### config.mk
export PLATFORM = sky130hd
export DESIGN_NAME = base64_stream_codec
export DESIGN_NICKNAME = d
export VERILOG_FILES = /design/src/b64sc_pkg.sv /design/src/b64sc_front.sv /design/src/b64sc_queue.sv /design/src/b64sc_back.sv /design/src/base64_stream_codec.sv
export SDC_FILE = /design/constraint.sdc
export NUM_CORES = 1
export LEC_CHECK = 0
export CAP_MARGIN = 20
export CELL_PAD_IN_SITES_DETAIL_PLACEMENT = 1
export CELL_PAD_IN_SITES_GLOBAL_PLACEMENT = 1
export CORE_MARGIN = 3
export CORE_UTILIZATION = 30
export CTS_BUF_LIST = sky130_fd_sc_hd__clkbuf_2
export CTS_CLUSTER_DIAMETER = 40
export CTS_CLUSTER_SIZE = 28
export DETAILED_ROUTE_END_ITERATION = 7
export DONT_BUFFER_PORTS = 1
export MAX_ROUTING_LAYER = met4
export PLACE_DENSITY_LB_ADDON = 0.1
export SKIP_LAST_GASP = 1
export SLEW_MARGIN = 20
export SYNTH_ARGS = -nofsm -noshare
export SYNTH_HDL_FRONTEND = slang
export SYNTH_SLANG_ARGS = --single-unit
### constraint.sdc
create_clock -name aclk -period 5.8 [get_ports aclk]
set_clock_uncertainty 0.2 [all_clocks]
set_input_delay 0.58 -clock aclk [delete_from_list [all_inputs] [get_ports aclk]]
set_output_delay 0.58 -clock aclk [all_outputs]
set_load 0.03 [all_outputs]
### src/b64sc_pkg.sv
// Shared types, constants and alphabet functions for the Base64 stream codec.
// No dependencies; imported by every module under src.
package b64sc_pkg;

    localparam int MaxResults = 4;
    localparam int ResIdxW    = $clog2(MaxResults);

    localparam logic [7:0] PadChar     = 8'h3D;
    localparam logic [6:0] CodePad     = 7'd64;
    localparam logic [6:0] CodeUnknown = 7'd65;

    localparam logic MODE_ENCODE = 1'b0;
    localparam logic MODE_DECODE = 1'b1;

    localparam logic REG_MODE = 1'b0;

    typedef struct packed {
        logic [7:0] in_byte;
        logic       in_last;
    } b64_in_t;

    typedef struct packed {
        logic [7:0] out_byte;
        logic       has_byte;
        logic       out_last;
        logic       error;
    } b64_out_t;

    // One accepted item's worth of results, queued between front and back.
    typedef struct packed {
        logic [MaxResults-1:0][7:0] bytes;
        logic [ResIdxW-1:0]         last_idx;
        logic                       has_byte;
        logic                       msg_last;
        logic                       error;
    } b64_job_t;

    function automatic logic [11:0] mask12(input logic [3:0] n);
        logic [12:0] one;
        one = 13'd1 << n;
        return 12'(one - 13'd1);
    endfunction

    function automatic logic [7:0] enc_char(input logic [5:0] idx);
        logic [7:0] i8;
        i8 = {2'b00, idx};
        if (idx < 6'd26)      return 8'h41 + i8;
        else if (idx < 6'd52) return 8'h61 + i8 - 8'd26;
        else if (idx < 6'd62) return 8'h30 + i8 - 8'd52;
        else if (idx == 6'd62) return 8'h2B;
        else                   return 8'h2F;
    endfunction

    function automatic logic [6:0] char_value(input logic [7:0] c);
        if (c >= 8'h41 && c <= 8'h5A)      return 7'(c - 8'h41);
        else if (c >= 8'h61 && c <= 8'h7A) return 7'(c - 8'h61 + 8'd26);
        else if (c >= 8'h30 && c <= 8'h39) return 7'(c - 8'h30 + 8'd52);
        else if (c == 8'h2B)               return 7'd62;
        else if (c == 8'h2F)               return 7'd63;
        else if (c == PadChar)             return CodePad;
        else                               return CodeUnknown;
    endfunction

endpackage

### src/b64sc_front.sv
// Front end: accepts input transfers, runs the encode/decode bit packing and
// builds a result job for each transfer that yields a result. Depends on b64sc_pkg.
module b64sc_front import b64sc_pkg::*; (
    input  logic     aclk,
    input  logic     aresetn,
    input  logic     mode,
    input  logic     cfg_clear,
    input  logic     s_valid,
    output logic     s_ready,
    input  b64_in_t  s_data,
    output logic     job_valid,
    input  logic     job_ready,
    output b64_job_t job
);

    logic [7:0] bit_residue_reg, bit_residue_next;
    logic [3:0] residue_count_reg, residue_count_next;
    logic [1:0] group_position_reg, group_position_next;
    logic       quad_padded_reg, quad_padded_next;
    logic       quad_produced_reg, quad_produced_next;
    logic       error_seen_reg, error_seen_next;

    logic        accept;
    logic        produce;
    logic [11:0] res_masked;

    // encode path
    logic [11:0] eacc;
    logic [3:0]  etot;
    logic        etwo;
    logic [3:0]  erem;
    logic [11:0] eacc_rem;
    logic [11:0] etail;

    // decode path
    logic [6:0]  dval;
    logic [11:0] dacc;
    logic [3:0]  dtot;
    logic [3:0]  dcnt;

    assign s_ready = job_ready;
    assign accept  = s_valid && job_ready;
    assign job_valid = accept && produce;
    assign res_masked = {4'b0000, bit_residue_reg} & mask12(residue_count_reg);

    always_comb begin
        bit_residue_next    = bit_residue_reg;
        residue_count_next  = residue_count_reg;
        group_position_next = group_position_reg;
        quad_padded_next    = quad_padded_reg;
        quad_produced_next  = quad_produced_reg;
        error_seen_next     = error_seen_reg;
        job      = '0;
        produce  = 1'b0;

        eacc     = {res_masked[3:0], s_data.in_byte};
        etot     = residue_count_reg + 4'd8;
        etwo     = (etot >= 4'd12);
        erem     = etwo ? 4'd0 : etot - 4'd6;
        eacc_rem = eacc & mask12(erem);
        etail    = eacc_rem << (4'd6 - erem);

        dval  = char_value(s_data.in_byte);
        dacc  = {res_masked[5:0], dval[5:0]};
        dtot  = residue_count_reg + 4'd6;
        dcnt  = dtot;

        if (mode == MODE_ENCODE) begin
            produce = 1'b1;
            job.has_byte = 1'b1;
            job.msg_last = s_data.in_last;
            job.bytes[0] = enc_char(6'(eacc >> (etot - 4'd6)));
            if (etwo) begin
                job.bytes[1] = enc_char(eacc[5:0]);
                job.last_idx = 2'd1;
            end else if (s_data.in_last) begin
                job.bytes[1] = enc_char(etail[5:0]);
                job.bytes[2] = PadChar;
                if (erem <= 4'd2) begin
                    job.bytes[3] = PadChar;
                    job.last_idx = 2'd3;
                end else begin
                    job.last_idx = 2'd2;
                end
            end else begin
                job.last_idx = 2'd0;
            end
            bit_residue_next   = eacc_rem[7:0];
            residue_count_next = erem;
        end else begin
            if (!quad_padded_reg) begin
                if (dval == CodeUnknown) begin
                    error_seen_next = 1'b1;
                end else if (dval == CodePad) begin
                    quad_padded_next = 1'b1;
                end else begin
                    if (dtot >= 4'd8) begin
                        dcnt = dtot - 4'd8;
                        job.bytes[0] = 8'(dacc >> dcnt);
                        job.has_byte = 1'b1;
                        produce = 1'b1;
                        quad_produced_next = 1'b1;
                    end
                    bit_residue_next   = 8'(dacc & mask12(dcnt));
                    residue_count_next = dcnt;
                end
            end
            group_position_next = group_position_reg + 2'd1;
            if (group_position_next == 2'd0) begin
                if (!quad_produced_next) error_seen_next = 1'b1;
                bit_residue_next   = '0;
                residue_count_next = '0;
                quad_padded_next   = 1'b0;
                quad_produced_next = 1'b0;
            end
            if (s_data.in_last) begin
                if (group_position_next != 2'd0 && !quad_produced_next) begin
                    error_seen_next = 1'b1;
                end
                produce = 1'b1;
                job.msg_last = 1'b1;
                job.error = error_seen_next;
            end
            job.last_idx = 2'd0;
        end
    end

    always_ff @(posedge aclk) begin
        if (!aresetn || cfg_clear || (accept && s_data.in_last)) begin
            bit_residue_reg    <= '0;
            residue_count_reg  <= '0;
            group_position_reg <= '0;
            quad_padded_reg    <= 1'b0;
            quad_produced_reg  <= 1'b0;
            error_seen_reg     <= 1'b0;
        end else if (accept) begin
            bit_residue_reg    <= bit_residue_next;
            residue_count_reg  <= residue_count_next;
            group_position_reg <= group_position_next;
            quad_padded_reg    <= quad_padded_next;
            quad_produced_reg  <= quad_produced_next;
            error_seen_reg     <= error_seen_next;
        end
    end

endmodule

### src/b64sc_queue.sv
// Two-entry job queue decoupling the front end from the result serialiser.
// Depends on b64sc_pkg.
module b64sc_queue import b64sc_pkg::*; (
    input  logic     aclk,
    input  logic     aresetn,
    input  logic     push,
    input  b64_job_t push_job,
    output logic     not_full,
    output logic     not_empty,
    input  logic     pop,
    output b64_job_t head
);

    b64_job_t   mem [2];
    logic       wr_ptr_reg, wr_ptr_next;
    logic       rd_ptr_reg, rd_ptr_next;
    logic [1:0] count_reg, count_next;

    assign not_full  = (count_reg != 2'd2);
    assign not_empty = (count_reg != 2'd0);
    assign head      = mem[rd_ptr_reg];

    always_comb begin
        wr_ptr_next = push ? ~wr_ptr_reg : wr_ptr_reg;
        rd_ptr_next = pop  ? ~rd_ptr_reg : rd_ptr_reg;
        count_next  = count_reg + {1'b0, push} - {1'b0, pop};
    end

    always_ff @(posedge aclk) begin
        if (push) mem[wr_ptr_reg] <= push_job;
    end

    always_ff @(posedge aclk) begin
        if (!aresetn) begin
            wr_ptr_reg <= 1'b0;
            rd_ptr_reg <= 1'b0;
            count_reg  <= '0;
        end else begin
            wr_ptr_reg <= wr_ptr_next;
            rd_ptr_reg <= rd_ptr_next;
            count_reg  <= count_next;
        end
    end

endmodule

### src/b64sc_back.sv
// Back end: serialises the head job into one result transfer per cycle while
// m_ready allows, through an output register. Depends on b64sc_pkg.
module b64sc_back import b64sc_pkg::*; (
    input  logic     aclk,
    input  logic     aresetn,
    input  logic     head_valid,
    input  b64_job_t head,
    output logic     pop,
    output logic     m_valid,
    input  logic     m_ready,
    output b64_out_t m_data
);

    logic [ResIdxW-1:0] idx_reg, idx_next;
    logic               m_valid_reg, m_valid_next;
    b64_out_t           m_data_reg, m_data_next;
    logic               load;
    logic               is_final;

    assign m_valid = m_valid_reg;
    assign m_data  = m_data_reg;

    always_comb begin
        load     = head_valid && (!m_valid_reg || m_ready);
        is_final = (idx_reg == head.last_idx);
        pop      = load && is_final;
        idx_next = pop ? '0 : (load ? idx_reg + 1'b1 : idx_reg);

        m_valid_next = load ? 1'b1 : (m_ready ? 1'b0 : m_valid_reg);
        m_data_next  = m_data_reg;
        if (load) begin
            m_data_next.out_byte = head.has_byte ? head.bytes[idx_reg] : 8'd0;
            m_data_next.has_byte = head.has_byte;
            m_data_next.out_last = is_final && head.msg_last;
            m_data_next.error    = is_final && head.msg_last && head.error;
        end
    end

    always_ff @(posedge aclk) begin
        if (!aresetn) begin
            idx_reg     <= '0;
            m_valid_reg <= 1'b0;
        end else begin
            idx_reg     <= idx_next;
            m_valid_reg <= m_valid_next;
        end
    end

    always_ff @(posedge aclk) begin
        m_data_reg <= m_data_next;
    end

    a_status_only_is_last: assert property (@(posedge aclk) disable iff (!aresetn)
        m_valid_reg && !m_data_reg.has_byte |-> m_data_reg.out_last)
        else $error("status-only transfer without out_last");

    a_error_only_on_last: assert property (@(posedge aclk) disable iff (!aresetn)
        m_valid_reg && m_data_reg.error |-> m_data_reg.out_last)
        else $error("error flag on a non-final transfer");

    a_idx_within_job: assert property (@(posedge aclk) disable iff (!aresetn)
        head_valid |-> idx_reg <= head.last_idx)
        else $error("result index past end of job");

    a_idx_clears_on_pop: assert property (@(posedge aclk) disable iff (!aresetn)
        pop |=> idx_reg == '0)
        else $error("result index not cleared after job");

endmodule

### src/base64_stream_codec.sv
// Base64 stream codec top level: APB mode register, front end, job queue
// and result serialiser. Depends on b64sc_pkg and the b64sc_* modules.
//
// Usage:
//   Input channel s_valid/s_ready/s_data carries one byte (encode) or one
//   character (decode) per transfer, with in_last marking the message end.
//   Output channel m_valid/m_ready/m_data carries characters or decoded
//   bytes; out_last marks the final transfer of a message and error on that
//   transfer flags invalid decode input. A decode character that yields no
//   byte produces no transfer, except on in_last where a status-only
//   transfer (has_byte low) is sent.
//   The mode register (address 0, bit 0) selects encode (0) or decode (1);
//   writing it clears the front end's message state. Write only while idle.
// Results: an accepted job is written into the job queue, then loaded into
//   the output register, which drives m_valid.
// Throughput: one input per cycle when each yields one result, m_ready high;
//   the serialiser sends one result per cycle unless stalled, so an item with
//   several results (up to four on the final encode byte) holds it until done.
// Reset: aresetn low clears mode to encode and empties all state.
// Stall: with m_ready low the output register holds; the two-entry job
//   queue fills and then s_ready drops.
module base64_stream_codec import b64sc_pkg::*; (
    input  logic        aclk,
    input  logic        aresetn,
    input  logic        psel,
    input  logic        penable,
    input  logic        pwrite,
    input  logic [2:0]  paddr,
    input  logic [31:0] pwdata,
    output logic [31:0] prdata,
    output logic        pready,
    input  logic        s_valid,
    output logic        s_ready,
    input  b64_in_t     s_data,
    output logic        m_valid,
    input  logic        m_ready,
    output b64_out_t    m_data
);

    logic     mode_reg, mode_next;
    logic     cfg_clear;
    logic     job_valid;
    logic     q_not_full;
    logic     q_not_empty;
    logic     q_pop;
    b64_job_t job;
    b64_job_t head;

    assign pready    = 1'b1;
    assign prdata    = {31'd0, mode_reg};
    assign cfg_clear = psel && penable && pwrite && (paddr[2] == REG_MODE);
    assign mode_next = cfg_clear ? pwdata[0] : mode_reg;

    always_ff @(posedge aclk) begin
        if (!aresetn) begin
            mode_reg <= MODE_ENCODE;
        end else begin
            mode_reg <= mode_next;
        end
    end

    b64sc_front u_front (
        .aclk      (aclk),
        .aresetn   (aresetn),
        .mode      (mode_reg),
        .cfg_clear (cfg_clear),
        .s_valid   (s_valid),
        .s_ready   (s_ready),
        .s_data    (s_data),
        .job_valid (job_valid),
        .job_ready (q_not_full),
        .job       (job)
    );

    b64sc_queue u_queue (
        .aclk      (aclk),
        .aresetn   (aresetn),
        .push      (job_valid),
        .push_job  (job),
        .not_full  (q_not_full),
        .not_empty (q_not_empty),
        .pop       (q_pop),
        .head      (head)
    );

    b64sc_back u_back (
        .aclk       (aclk),
        .aresetn    (aresetn),
        .head_valid (q_not_empty),
        .head       (head),
        .pop        (q_pop),
        .m_valid    (m_valid),
        .m_ready    (m_ready),
        .m_data     (m_data)
    );

endmodule

**After elaboration in Yosys (flattened, before gate mapping)**

Memory sizes are Yosys's and may differ from the RTL's. A register that Yosys moved wholly into a read port is not among the register bits.
Cells that the tools add are included.

- RAM bits: 74
- Register bits: 34
- Memories kept: 1

- Bitwise logic cells: 7
- $add $sub $neg: 32
- Order comparisons: 19
- Eq/ne operators: 13
- Multiplexer cells: 81
- Shift-type cells: 6
- Reductions and logical operators: 27

Memory list:

| name | words | width | rd ports | clocked after memory_dff | write ports | line | source |
|---|---|---|---|---|---|---|---|
| u_queue.mem | 2 | 37 | 1 | 1 | 1 | b64sc_queue.sv:14 | `b64_job_t mem [2];` |

Operator list:

| cell | count |
|---|---|
| 8-bit 2-to-1 mux | 15 |
| 7-bit by 6-bit adder with 8-bit output, first input constant | 6 |
| 24-bit 2-to-1 mux | 2 |
| 4-bit 2-to-1 mux | 11 |
| 6-bit less-than comparator, second input constant | 6 |
| 6-bit 2-to-1 mux | 6 |
| 7-bit 2-to-1 mux | 5 |
| 1-bit 2-to-1 mux | 33 |
| 8-bit by 6-bit == test with 1-bit output, second input constant | 3 |
| 8-bit by 5-bit subtractor with 8-bit output, second input constant | 3 |
| 8-bit by 6-bit subtractor with 8-bit output, second input constant | 3 |
| 6-bit by 6-bit adder with 7-bit output, first input constant | 3 |
| 6-bit == test, second input constant | 3 |
| 6-bit by 5-bit less-than comparator with 1-bit output, second input constant | 3 |
| 8-bit binary-select mux with 2-bit select | 1 |
| 8-bit by 7-bit greater-or-equal comparator with 1-bit output, second input constant | 2 |
| 8-bit by 7-bit less-or-equal comparator with 1-bit output, second input constant | 2 |
| 16-bit 2-to-1 mux | 1 |
| 7-bit == test, second input constant | 2 |
| 1-bit logical AND | 14 |
| 7-bit subtractor, second input constant | 2 |
| 12-bit bitwise AND | 1 |
| 6-bit bitwise AND | 2 |
| 12-bit 2-to-1 mux | 1 |
| 36 further kinds | 55 |

**Logic depth before layout (Yosys ltp)**

Gate-level depths: netlist of the first run.

- Word-level depth: 20
- Mapped depth: 23
- Depth with buffers taken out: 17

**Modules after synthesis**

From an unflattened synthesis of the first run, not the netlist that was laid out.

- Cells, all modules: 852
- Area total of the unflattened synthesis: 8351.8 µm²

Modules (own cells, without submodules):

| module | area an instance (µm²) | cells an instance | times used | sequential area each (µm²) |
|---|---|---|---|---|
| b64sc_front | 4217.8 | 623 | 1 | 300.3 |
| b64sc_queue | 3047.9 | 136 | 1 | 2322.2 |
| b64sc_back | 783.3 | 53 | 1 | 390.4 |
| base64_stream_codec | 302.8 | 40 | 1 | 20.0 |

**Worst setup path before layout of the first run**

Ideal clock, no wire load.

- Path type: register to register
- From: register u_front.residue_count_reg[1]
- To: memory u_queue.mem[0][17] (netlist bit), data pin
- Required time: 5332 ps
- Data arrival time: 4837 ps
- Period minus slack after synthesis: 5305 ps
- Slack: 495 ps
- Cell stages (with the launch flop): 22
- Cell sequence: dfxtp_1 > buf_2 > buf_6 > inv_1 > buf_1 > ha_1 > buf_2 > buf_1 > clkbuf_1 > nor2_1 > a21oi_1 > ha_1 > or4b_2 > a211oi_2 > a2111oi_0 > nor3_2 > ha_1 > nor2b_1 > or2_2 > nor2_1 > a311oi_1 > o31ai_1

RTL lines:

| what | line | source |
|---|---|---|
| from (decl) | b64sc_front.sv:17 | `logic [3:0] residue_count_reg, residue_count_next;` |
| from (signal assigned) | b64sc_front.sv:138 | `residue_count_reg <= residue_count_next;` |
| to (decl) | b64sc_queue.sv:14 |  |

==> results of run 1 <==
-- worst max-delay path: stages, from the launching register on --
cell,delay (ns)
dfxtp_1,0.83
buf_4,0.34
nor2_2,0.04
buf_4,0.20
nand2_1,0.12
ha_1,0.31
and2_1,0.21
mux2i_1,0.16
a211o_1,0.33
mux2i_1,0.62
ha_1,0.42
nand2_1,0.11
nand3_1,0.33
nor2_1,0.11
a311oi_1,0.28
a21oi_1,0.10
o32ai_1,0.45
-- metal layers --
metal  vias up  part of all wire, %  track usage [%]
li1       2943                    -                -
met1      3138                   45             24.7
met2       111                   50             34.0
met3        22                  3.3             2.36
met4         0                  1.3             3.98
met5         -                    0                -
-- power by group --
part / switching, uW / internal, uW / total (uW)
combinational: 988 / 593 / 1580
sequential: 163 / 847 / 1010
clock: 222 / 65.2 / 287
-- cells in the mapped netlist (11+ instances only) --
cell type / n
nand2_1: 79
a21oi_1: 61
nor2_1: 60
edfxtp_1: 55
ha_1: 40
o21ai_0: 40
inv_1: 37
buf_4: 34
nand3_1: 29
dfxtp_1: 24
nor3_1: 24
mux2i_1: 21
clkbuf_1: 20
nor2b_1: 20
xnor2_1: 19
mux4_2: 16
and2_1: 15
o211ai_1: 15
nand2b_1: 14
a31oi_1: 13
buf_2: 13
and3_1: 11
-- cells by family (layout without fill, tap and decap cells) --
family | after synthesis | after routing | synth area share, %
mux | 40 | 40 | 8.47
other cells | 2 | 33 | 0.105
xor+xnor | 28 | 28 | 3.44
compound gates | 223 | 223 | 21.8
fa+ha+maj | 40 | 40 | 7.01
buf+inv | 119 | 77 | 8.49
flops | 79 | 79 | 29.9
simple gates | 292 | 292 | 20.8
-- through the flow --
stage               total power (uW)  setup WS, ns  cell area, sq um
floorplan                       2180         0.495              7250
global placement                2560         0.623              7310
detailed placement              2610         0.454              7310
CTS                             2910         0.343              7460
global route                    3110       0.00988              7470
finish                          2880         0.377              7470
-- path summary, 6_finish.rpt --
check	endpoint	cells past startpoint	slack, ns
min reg2reg	u_front.group_position_reg[1]$_SDFFE_PP0P_	2	0.29
max reg2reg	u_queue.mem[1][8]$_DFFE_PP_	16	0.38
min	u_queue.wr_ptr_reg$_SDFFE_PN0N_	3	0.07
max	u_queue.mem[1][8]$_DFFE_PP_	16	0.38
-- cell type report --
class                           count  area, sq um
Clock inverter                      7         62.6
Fill cell                        2763        15500
Timing Repair Buffer               21          168
Multi-Input combinational cell    655         4510
Tap cell                          313          392
Sequential cell                    79         2130
Inverter                           40          150
Antenna cell                        1         2.50
Clock buffer                        9         45.0
-- repair_timing --
item	4_1_cts	5_1_grt
endpoints found under the setup margin	0	4
buffers inserted	0	0
endpoints found under the hold margin	16	0
gates resized for setup	0	1
hold buffers	4	0
==> results by group, run 1 <==
Status
  • Outcome: finished, final reports clean

Routing
  • Vias per Instance: 5.52
  • Drt wl/cell: 21.7 um
  • Final WL: 24500 um
  • Drt pass-1 iters: 5
  • DRC: 0
  • First DRT Iteration DRCs: 474
  • Routed vias: 6214
  • DRT antenna net count: 0

Clock network
  • CTS Sinks: 79
  • Clk slew on worst S/H paths: 0.25 ns
  • Worst skew pair latency: 0.58 ns
  • TritonCTS Buffers: 9
  • CTS tree: done
  • Root buf cell: clkbuf_2
  • Clock Path Buffers: 2
  • H-Tree Depth: 3

Yosys
  • Post-synth top area cell: edfxtp_1
  • Top cells by area, synth: edfxtp_1 (23%), ha_1 (7.0%), dfxtp_1 (6.7%), mux4_2 (5.0%), a21oi_1 (4.3%)
  • Post-synthesis register bit count: 79
  • Synth unique cells: 91
  • Syn Area/Cell: 8.67 sq um
  • Synth Warn #: 0
  • EDFF count, synth: 55
  • Post-synth top area share: 23.1%
  • Fraction of registers with async set or reset after synthesis: 0%
  • Ys flop type: edfxtp_1
  • Post-Syn Area: 7140 sq um
  • Syn Inst Count: 823
  • Post-synthesis sequential area ratio: 29.9%

Global routing
  • Largest net degree at the start of global routing: 45
  • Initial antenna violation count: 1
  • First-pass GRT wire length: 38700 um
  • Gr usage total: 19.6%
  • Vias in the first global route: 6525
  • GRT overflow: 0

Layout
  • Most frequent cells in the layout: nand2_1 (79), a21oi_1 (61), nor2_1 (60)
  • Final core occ: 32.5%
  • Finished Layout Cells: 1125
  • Commonest non-fill, non-tap cell in the layout: nand2_1
  • Final #Nets: 897
  • Max reg flops: 44
  • Synth-to-layout area growth: 4.65%
  • Fraction of layout cells with a size suffix above 1: 10.1%

Timing
  • Unrepaired setup endpoints after global routing: no
  • Hold WS: 0.0694 ns
  • # setup viols final: 0
  • Sum of negative setup slack: 0 ns
  • Slew margin rel.: 29.6%
  • Worst-Margin Slew: 1.05 ns
  • Shortest period the worst path allows: 5.42 ns
  • Peak Freq: 0.184 GHz
  • Final Max Slew Viols: 0
  • Final hold violation count: 0
  • Final period util: 93.5%

Placed design
  • HPWL Detailed: 18600 um
  • Buffers on Ports: 0
  • Final GP Congestion: 0.905
  • Inst Count DP: 1104

Die
  • Starting Density: 31.0%
  • Die width: 160 um
  • Core region area: 23000 sq um
  • Die Area: 25700 sq um
  • Chip height: 160 um
  • I/O Pins: 97
  • Rows: 55

Setup path
  • FF-to-FF Start: u_front.residue_count_reg[0]$_SDFFE_PP0P_
  • CP startpoint kind: register
  • Worst Path Max Fanout: 17
  • Worst Path Arrival: 5.56 ns
  • Critical Path End Type: register
  • Start point of the critical path: u_front.residue_count_reg[0]$_SDFFE_PP0P_
  • WS Path Type: reg2reg
  • CP required: 5.94 ns

Min path
  • Worst hold path startpoint: s_data[0]
  • Hold Path Class: in2reg

Power
  • Maximum vdd drop: 0.000168 V
  • PwrDens: 386 nW/um^2
  • Leakage: 0.00272 uW

Flow run
  • Max-cap violation count: 0
No activity file was read; power rests on OpenSTA's default activity.
==> run 2, diff against run 1 <==
CTS_BUF_LIST = sky130_fd_sc_hd__clkbuf_8 sky130_fd_sc_hd__clkbuf_16   (was sky130_fd_sc_hd__clkbuf_2)
==> run 2 against run 1 <==
Compared with the run above:
- sequential cell count unchanged
- wire length down 0.51%
- combinational power about the same
- cell area up 1.8%
- hold slack better by 0.065 ns
- die area unchanged
- setup slack better by 0.030 ns
- count of clock-buffer cells in the layout unchanged
- core utilization up 0.60 points
- via count about the same
- power up 8.9%
- largest cell class unchanged
==> results by group, run 2 (synthesis gave the netlist of run 1 again) <==
Global routing
  • GR Layer Usage met2: 34.1% (+0.12 points)
  • Gr usage total: 19.6% (about the same)
  • GR Layer Usage met3: 2.15% (-0.21 points)
  • Global routing's busiest layer: met2
  • GRT overflow: 0 (unchanged)
  • GR Layer Usage met1: 24.8% (+0.13 points)
  • Vias in the first global route: 6474 (-0.78%)
  • Initial antenna violation count: 0 (-1)
  • First-pass GRT wire length: 38600 um (-0.25%)
  • Largest net degree at the start of global routing: 45 (unchanged)

Die
  • Die Area: 25700 sq um (unchanged)
  • Rows: 55 (unchanged)
  • Chip height: 160 um (unchanged)
  • Starting Density: 31.0% (unchanged)
  • Die width: 160 um (unchanged)
  • I/O Pins: 97 (unchanged)
  • Core region area: 23000 sq um (unchanged)

Layout
  • Max reg flops: 44 (unchanged)
  • Final Cell Area: 7600 sq um (+1.8%)
  • Finished Layout Cells: 1120 (-0.44%)
  • Most frequent cells in the layout: nand2_1 (79), a21oi_1 (61), nor2_1 (60)
  • FILL cells: 2751 (-0.43%)
  • Antenna Cells: 0 (-1)
  • Final #Nets: 893 (-0.45%)
  • Synth-to-layout area growth: 6.58%
  • Fraction of layout cells with a size suffix above 1: 10.2% (+0.050 points)
  • Commonest non-fill, non-tap cell in the layout: nand2_1

Clock network
  • CTS Sinks: 79 (unchanged)
  • Root buf cell: clkbuf_16
  • CTS tree: done
  • Worst skew pair latency: 0.35 ns (-0.23 ns)
  • Number of hold buffers added after cts: 0 (-4)
  • Clock Path Buffers: 2 (unchanged)
  • Postcts setup bufs: 0 (unchanged)
  • H-Tree Depth: 3 (unchanged)
  • Clk slew on worst S/H paths: 0.06 ns (-0.19 ns)
  • TritonCTS Buffers: 9 (unchanged)
  • Number of gates resized after cts: 0 (unchanged)

Power
  • Maximum vdd drop: 0.000172 V (+2.6%)
  • Leakage: 0.00278 uW (+2.1%)
  • PwrDens: 412 nW/um^2 (+7.0%)

Placed design
  • HPWL Detailed: 18600 um (unchanged)
  • Post-DP Area: 7310 sq um (unchanged)
  • Inst Count DP: 1104 (unchanged)
  • Final GP Congestion: 0.905 (unchanged)
  • Buffers on Ports: 0 (unchanged)
  • Place WS: 0.454 ns (unchanged)

Setup path
  • Critical Path End Type: register
  • Worst Path Arrival: 5.28 ns (-0.28 ns)
  • CP required: 5.69 ns (-0.25 ns)
  • Worst Path Max Fanout: 17 (unchanged)
  • WS Path Type: reg2reg
  • FF-to-FF Start: u_front.residue_count_reg[0]$_SDFFE_PP0P_
  • Crit Reg-Reg Endpoint: u_queue.mem[0][8]$_DFFE_PP_
  • R2r setup slk: 0.41 ns (+0.03 ns)
  • FF-to-FF path depth: 16 (unchanged)
  • CP startpoint kind: register

Min path
  • Hold Path Class: in2reg
  • Worst hold path startpoint: s_data[0]
  • Hold Path Stages: 0 (-3)
  • Hold EP: u_queue.mem[1][1]$_DFFE_PP_

Status
  • Outcome: finished, final reports clean

Routing
  • Routed vias: 6217 (+0.048%)
  • Drt wl/cell: 21.7 um (about the same)
  • DRC: 0 (unchanged)
  • Drt pass-1 iters: 5 (unchanged)
  • DRT antenna net count: 0 (unchanged)
  • Vias per Instance: 5.55 (+0.49%)
  • Final WL: 24300 um (-0.51%)
  • First DRT Iteration DRCs: 441 (-7.0%)

Timing
  • Worst setup margin: 0.407 ns (+0.0298 ns)
  • Sum of negative setup slack: 0 ns (unchanged)
  • Slew margin rel.: 29.6% (+0.060 points)
  • Shortest period the worst path allows: 5.39 ns (-0.0298 ns)
  • Unrepaired setup endpoints after global routing: no
  • Final period util: 93.0% (-0.51 points)
  • Worst-Margin Slew: 1.05 ns (-0.000895 ns)
  • Final hold violation count: 0 (unchanged)
  • # setup viols final: 0 (unchanged)
  • Final Max Slew Viols: 0 (unchanged)
  • Peak Freq: 0.185 GHz (+0.55%)

Flow run
  • Max-cap violation count: 0 (unchanged)
[run 2: layout make-up]
type / count / area (sq um) / share of cell area, %
clock inverters: 7 / 62.6 / 0.823
clock buffers: 9 / 225 / 2.96
well taps: 313 / 392 / 5.15
flip-flops and latches: 79 / 2130 / 28.1
inverters: 40 / 150 / 1.97
multi-input cells: 655 / 4510 / 59.4
repair buffers: 17 / 128 / 1.68
[run 2: metal layers]
metal	vias to the layer above	routed length, um
met4	0	230
met1	3157	10900
met3	14	744
met2	121	12500
li1	2925	-
met5	-	0
[run 2: critical path, cell delays in order, from the launching register on]
cell      delay [ns]
dfxtp_1         0.77
buf_4           0.34
nor2_2          0.04
buf_4           0.20
nand2_1         0.12
ha_1            0.32
and2_1          0.22
mux2i_1         0.16
a211o_1         0.32
mux2i_1         0.63
ha_1            0.41
nand2_1         0.11
nand3_1         0.33
nor2_1          0.11
a311oi_1        0.28
a21oi_1         0.10
o32ai_1         0.46
[run 2: worst max-delay path by stage]
stage	from	endpoint	slack, ns
after floorplan	u_front.residue_count_reg[1]$_SDFFE_PP0P_	u_queue.mem[0][17]$_DFFE_PP_	0.49
after CTS	u_front.residue_count_reg[2]$_SDFFE_PP0P_	u_queue.mem[0][17]$_DFFE_PP_	0.42
after global routing	u_front.residue_count_reg[2]$_SDFFE_PP0P_	u_queue.mem[0][17]$_DFFE_PP_	0.09
final	u_front.residue_count_reg[0]$_SDFFE_PP0P_	u_queue.mem[0][8]$_DFFE_PP_	0.41
after detailed placement	u_front.residue_count_reg[2]$_SDFFE_PP0P_	u_queue.mem[0][17]$_DFFE_PP_	0.45
after global placement	u_front.residue_count_reg[2]$_SDFFE_PP0P_	u_queue.mem[0][17]$_DFFE_PP_	0.62
[run 2: per-stage QoR]
stage | power [uW] | util, % | hold slack [ns]
floorplan | 2180 | - | 0.238
global placement | 2560 | 31.8 | 0.250
detailed placement | 2610 | 31.8 | 0.261
CTS | 3170 | 33.1 | 0.120
global route | 3380 | 33.1 | 0.115
finish | 3140 | 33.1 | 0.134
[run 2: report_power, final]
group | switching [uW] | internal [uW]
logic | 985 | 591
registers | 163 | 850
clock network | 248 | 298
total | 1400 | 1740
==> run 3, diff against run 2 <==
GPL_TIMING_DRIVEN = 0   (was not set)
PLACE_DENSITY_LB_ADDON = 0.05   (was 0.1)
RECOVER_POWER = 100   (was not set)
==> run 3 against run 2 <==
Compared with the run above:
- clock power up 5.3%
- register-to-register slack worse by 0.16 ns
- via count up 6.6%
- maximum frequency down 2.9%
- power up 7.2%
- critical path depth up 7
- critical endpoint is now u_queue.mem[1][17]$_DFFE_PP_
- highest routed layer unchanged
==> results by group, run 3 (synthesis gave the netlist of run 1 again) <==
Status
  • Outcome: finished, final reports clean

Min path
  • Hold Path Class: in2reg

Setup path
  • Critical Path End Type: register
  • Worst Path Max Fanout: 10 (-7)
  • CP startpoint kind: register
  • Crit path cell chain: buf_6, buf_8, clkinvlp_4, buf_6, ha_2, buf_6, buf_6, clkbuf_8, nor2_2, a21oi_2, ha_2, nor2b_1, nand2_1, a21oi_1, o31ai_4, clkinv_1, ha_2, a21o_1, a21oi_4, buf_4, nor2_1, a311oi_1, o31ai_2
  • Crit path buf inv count: 9 (+7)
  • Critical Path Slowest Stage Cell: o31ai_4
  • CP required: 5.67 ns (-0.02 ns)
  • Cell family with most CP delay: buffers and inverters
  • WS Path Type: reg2reg
  • Worst Path Arrival: 5.43 ns (+0.15 ns)
  • CP dominant cell by count: buf_6
  • Slowest cell delay on critical path: 0.55 ns (-0.22 ns)

Layout
  • Fraction of layout cells with a size suffix above 1: 15.5% (+5.3 points)
  • Most frequent cells in the layout: nand2_1 (79), nor2_1 (59), a21oi_1 (59)
  • Commonest non-fill, non-tap cell in the layout: nand2_1
  • Max reg flops: 44 (unchanged)
  • Synth-to-layout area growth: 14.1%
  • Antenna Cells: 0 (unchanged)
  • Final core occ: 35.4% (+2.3 points)
  • FILL cells: 2738 (-0.47%)
  • Finished Layout Cells: 1192 (+6.4%)
  • Final #Nets: 965 (+8.1%)

Timing
  • Hold WS: 0.134 ns (-0.000266 ns)
  • Worst setup margin: 0.243 ns (-0.164 ns)
  • Final hold violation count: 0 (unchanged)
  • Sum of negative setup slack: 0 ns (unchanged)
  • Peak Freq: 0.180 GHz (-2.9%)
  • Final Max Slew Viols: 0 (unchanged)
  • # setup viols final: 0 (unchanged)
  • Worst-Margin Slew: 1.09 ns (+0.0335 ns)
  • Shortest period the worst path allows: 5.56 ns (+0.164 ns)
  • Final period util: 95.8% (+2.8 points)
  • Slew margin rel.: 27.4% (-2.2 points)

Routing
  • DRT antenna net count: 0 (unchanged)
  • Final WL: 27200 um (+12%)
  • Routed vias: 6627 (+6.6%)
  • Drt wl/cell: 22.9 um (+5.2%)
  • Drt pass-1 iters: 5 (unchanged)
  • Vias per Instance: 5.56 (+0.16%)
  • DRC: 0 (unchanged)
  • First DRT Iteration DRCs: 466 (+5.7%)

Die
  • Rows: 55 (unchanged)
  • Die width: 160 um (unchanged)
  • Die Area: 25700 sq um (unchanged)
  • I/O Pins: 97 (unchanged)
  • Starting Density: 31.0% (unchanged)
  • Chip height: 160 um (unchanged)
  • Core region area: 23000 sq um (unchanged)

Placed design
  • Place WS: -1.75 ns (-2.21 ns)
  • HPWL Detailed: 21400 um (+15%)
  • Final GP Congestion: 0.902 (-0.28%)
  • Buffers on Ports: 0 (unchanged)
  • Inst Count DP: 1166 (+5.6%)

Clock network
  • Worst skew pair latency: 0.34 ns (about the same)
  • CTS tree: done
  • H-Tree Depth: 3 (unchanged)
  • Root buf cell: clkbuf_16
  • Clk slew on worst S/H paths: 0.07 ns (about the same)
  • TritonCTS Buffers: 9 (unchanged)
  • CTS Sinks: 79 (unchanged)
  • Clock Path Buffers: 2 (unchanged)

Power
  • Maximum vdd drop: 0.000202 V (+17%)
  • Leakage: 0.00305 uW (+9.8%)
  • PwrDens: 413 nW/um^2 (+0.10%)

Global routing
  • First-pass GRT wire length: 42400 um (+9.9%)
  • Largest net degree at the start of global routing: 23 (-49%)
  • Gr usage total: 21.6% (+2.0 points)
  • Vias in the first global route: 6801 (+5.1%)
  • Initial antenna violation count: 0 (unchanged)
  • GRT overflow: 0 (unchanged)

Flow run
  • Max-cap violation count: 0 (unchanged)
## run 3: what timing repair did
action,4_1_cts,5_1_grt
gates resized for setup,26,6
buffers inserted,8,2
hold buffers,0,0
setup endpoints to repair,22,18
pin swaps,3,4
## run 3: routing by layer
metal  global-route usage [%]  part of all wire, %  vias to the layer above  wire length [um]
met3                     2.57                  3.6                       44               993
met5                        -                    0                        -                 0
met2                     35.1                   48                      179             13000
li1                         -                    -                     3086                 -
met4                     6.00                  2.7                        0               738
met1                     28.4                   46                     3318             12600
## run 3: layout make-up
class	instances	area, sq um	area share [%]
well taps	313	392	4.81
flip-flops and latches	79	2130	26.2
inverters	40	154	1.89
clock inverters	5	45.0	0.553
multi-input cells	655	4590	56.3
clock buffers	11	264	3.24
plain buffers	79	493	6.05
repair buffers	10	75.1	0.922
## run 3: report_power, final
part	switching [uW]	internal (uW)
sequential	145	851
combinational	1110	678
clock	240	335
total	1500	1860
## run 3: metrics by stage
stage / cell area, sq um / power, uW
6_report: 8140 / 3360
5_1_grt: 8140 / 3590
4_1_cts: 8110 / 3360
3_3_place_gp: 7640 / 2640
2_1_floorplan: 7250 / 2180
3_5_place_dp: 7660 / 2690
## run 3: worst paths after layout
check | startpoint | slack (ns) | cells after the start | to
worst min register to register | u_front.group_position_reg[1]$_SDFFE_PP0P_ | 0.27 | 2 | u_front.group_position_reg[1]$_SDFFE_PP0P_
worst max register to register | u_front.residue_count_reg[1]$_SDFFE_PP0P_ | 0.24 | 23 | u_queue.mem[1][17]$_DFFE_PP_
worst min-delay path | s_data[0] | 0.13 | 0 | u_queue.mem[1][1]$_DFFE_PP_
worst max-delay path | u_front.residue_count_reg[1]$_SDFFE_PP0P_ | 0.24 | 23 | u_queue.mem[1][17]$_DFFE_PP_
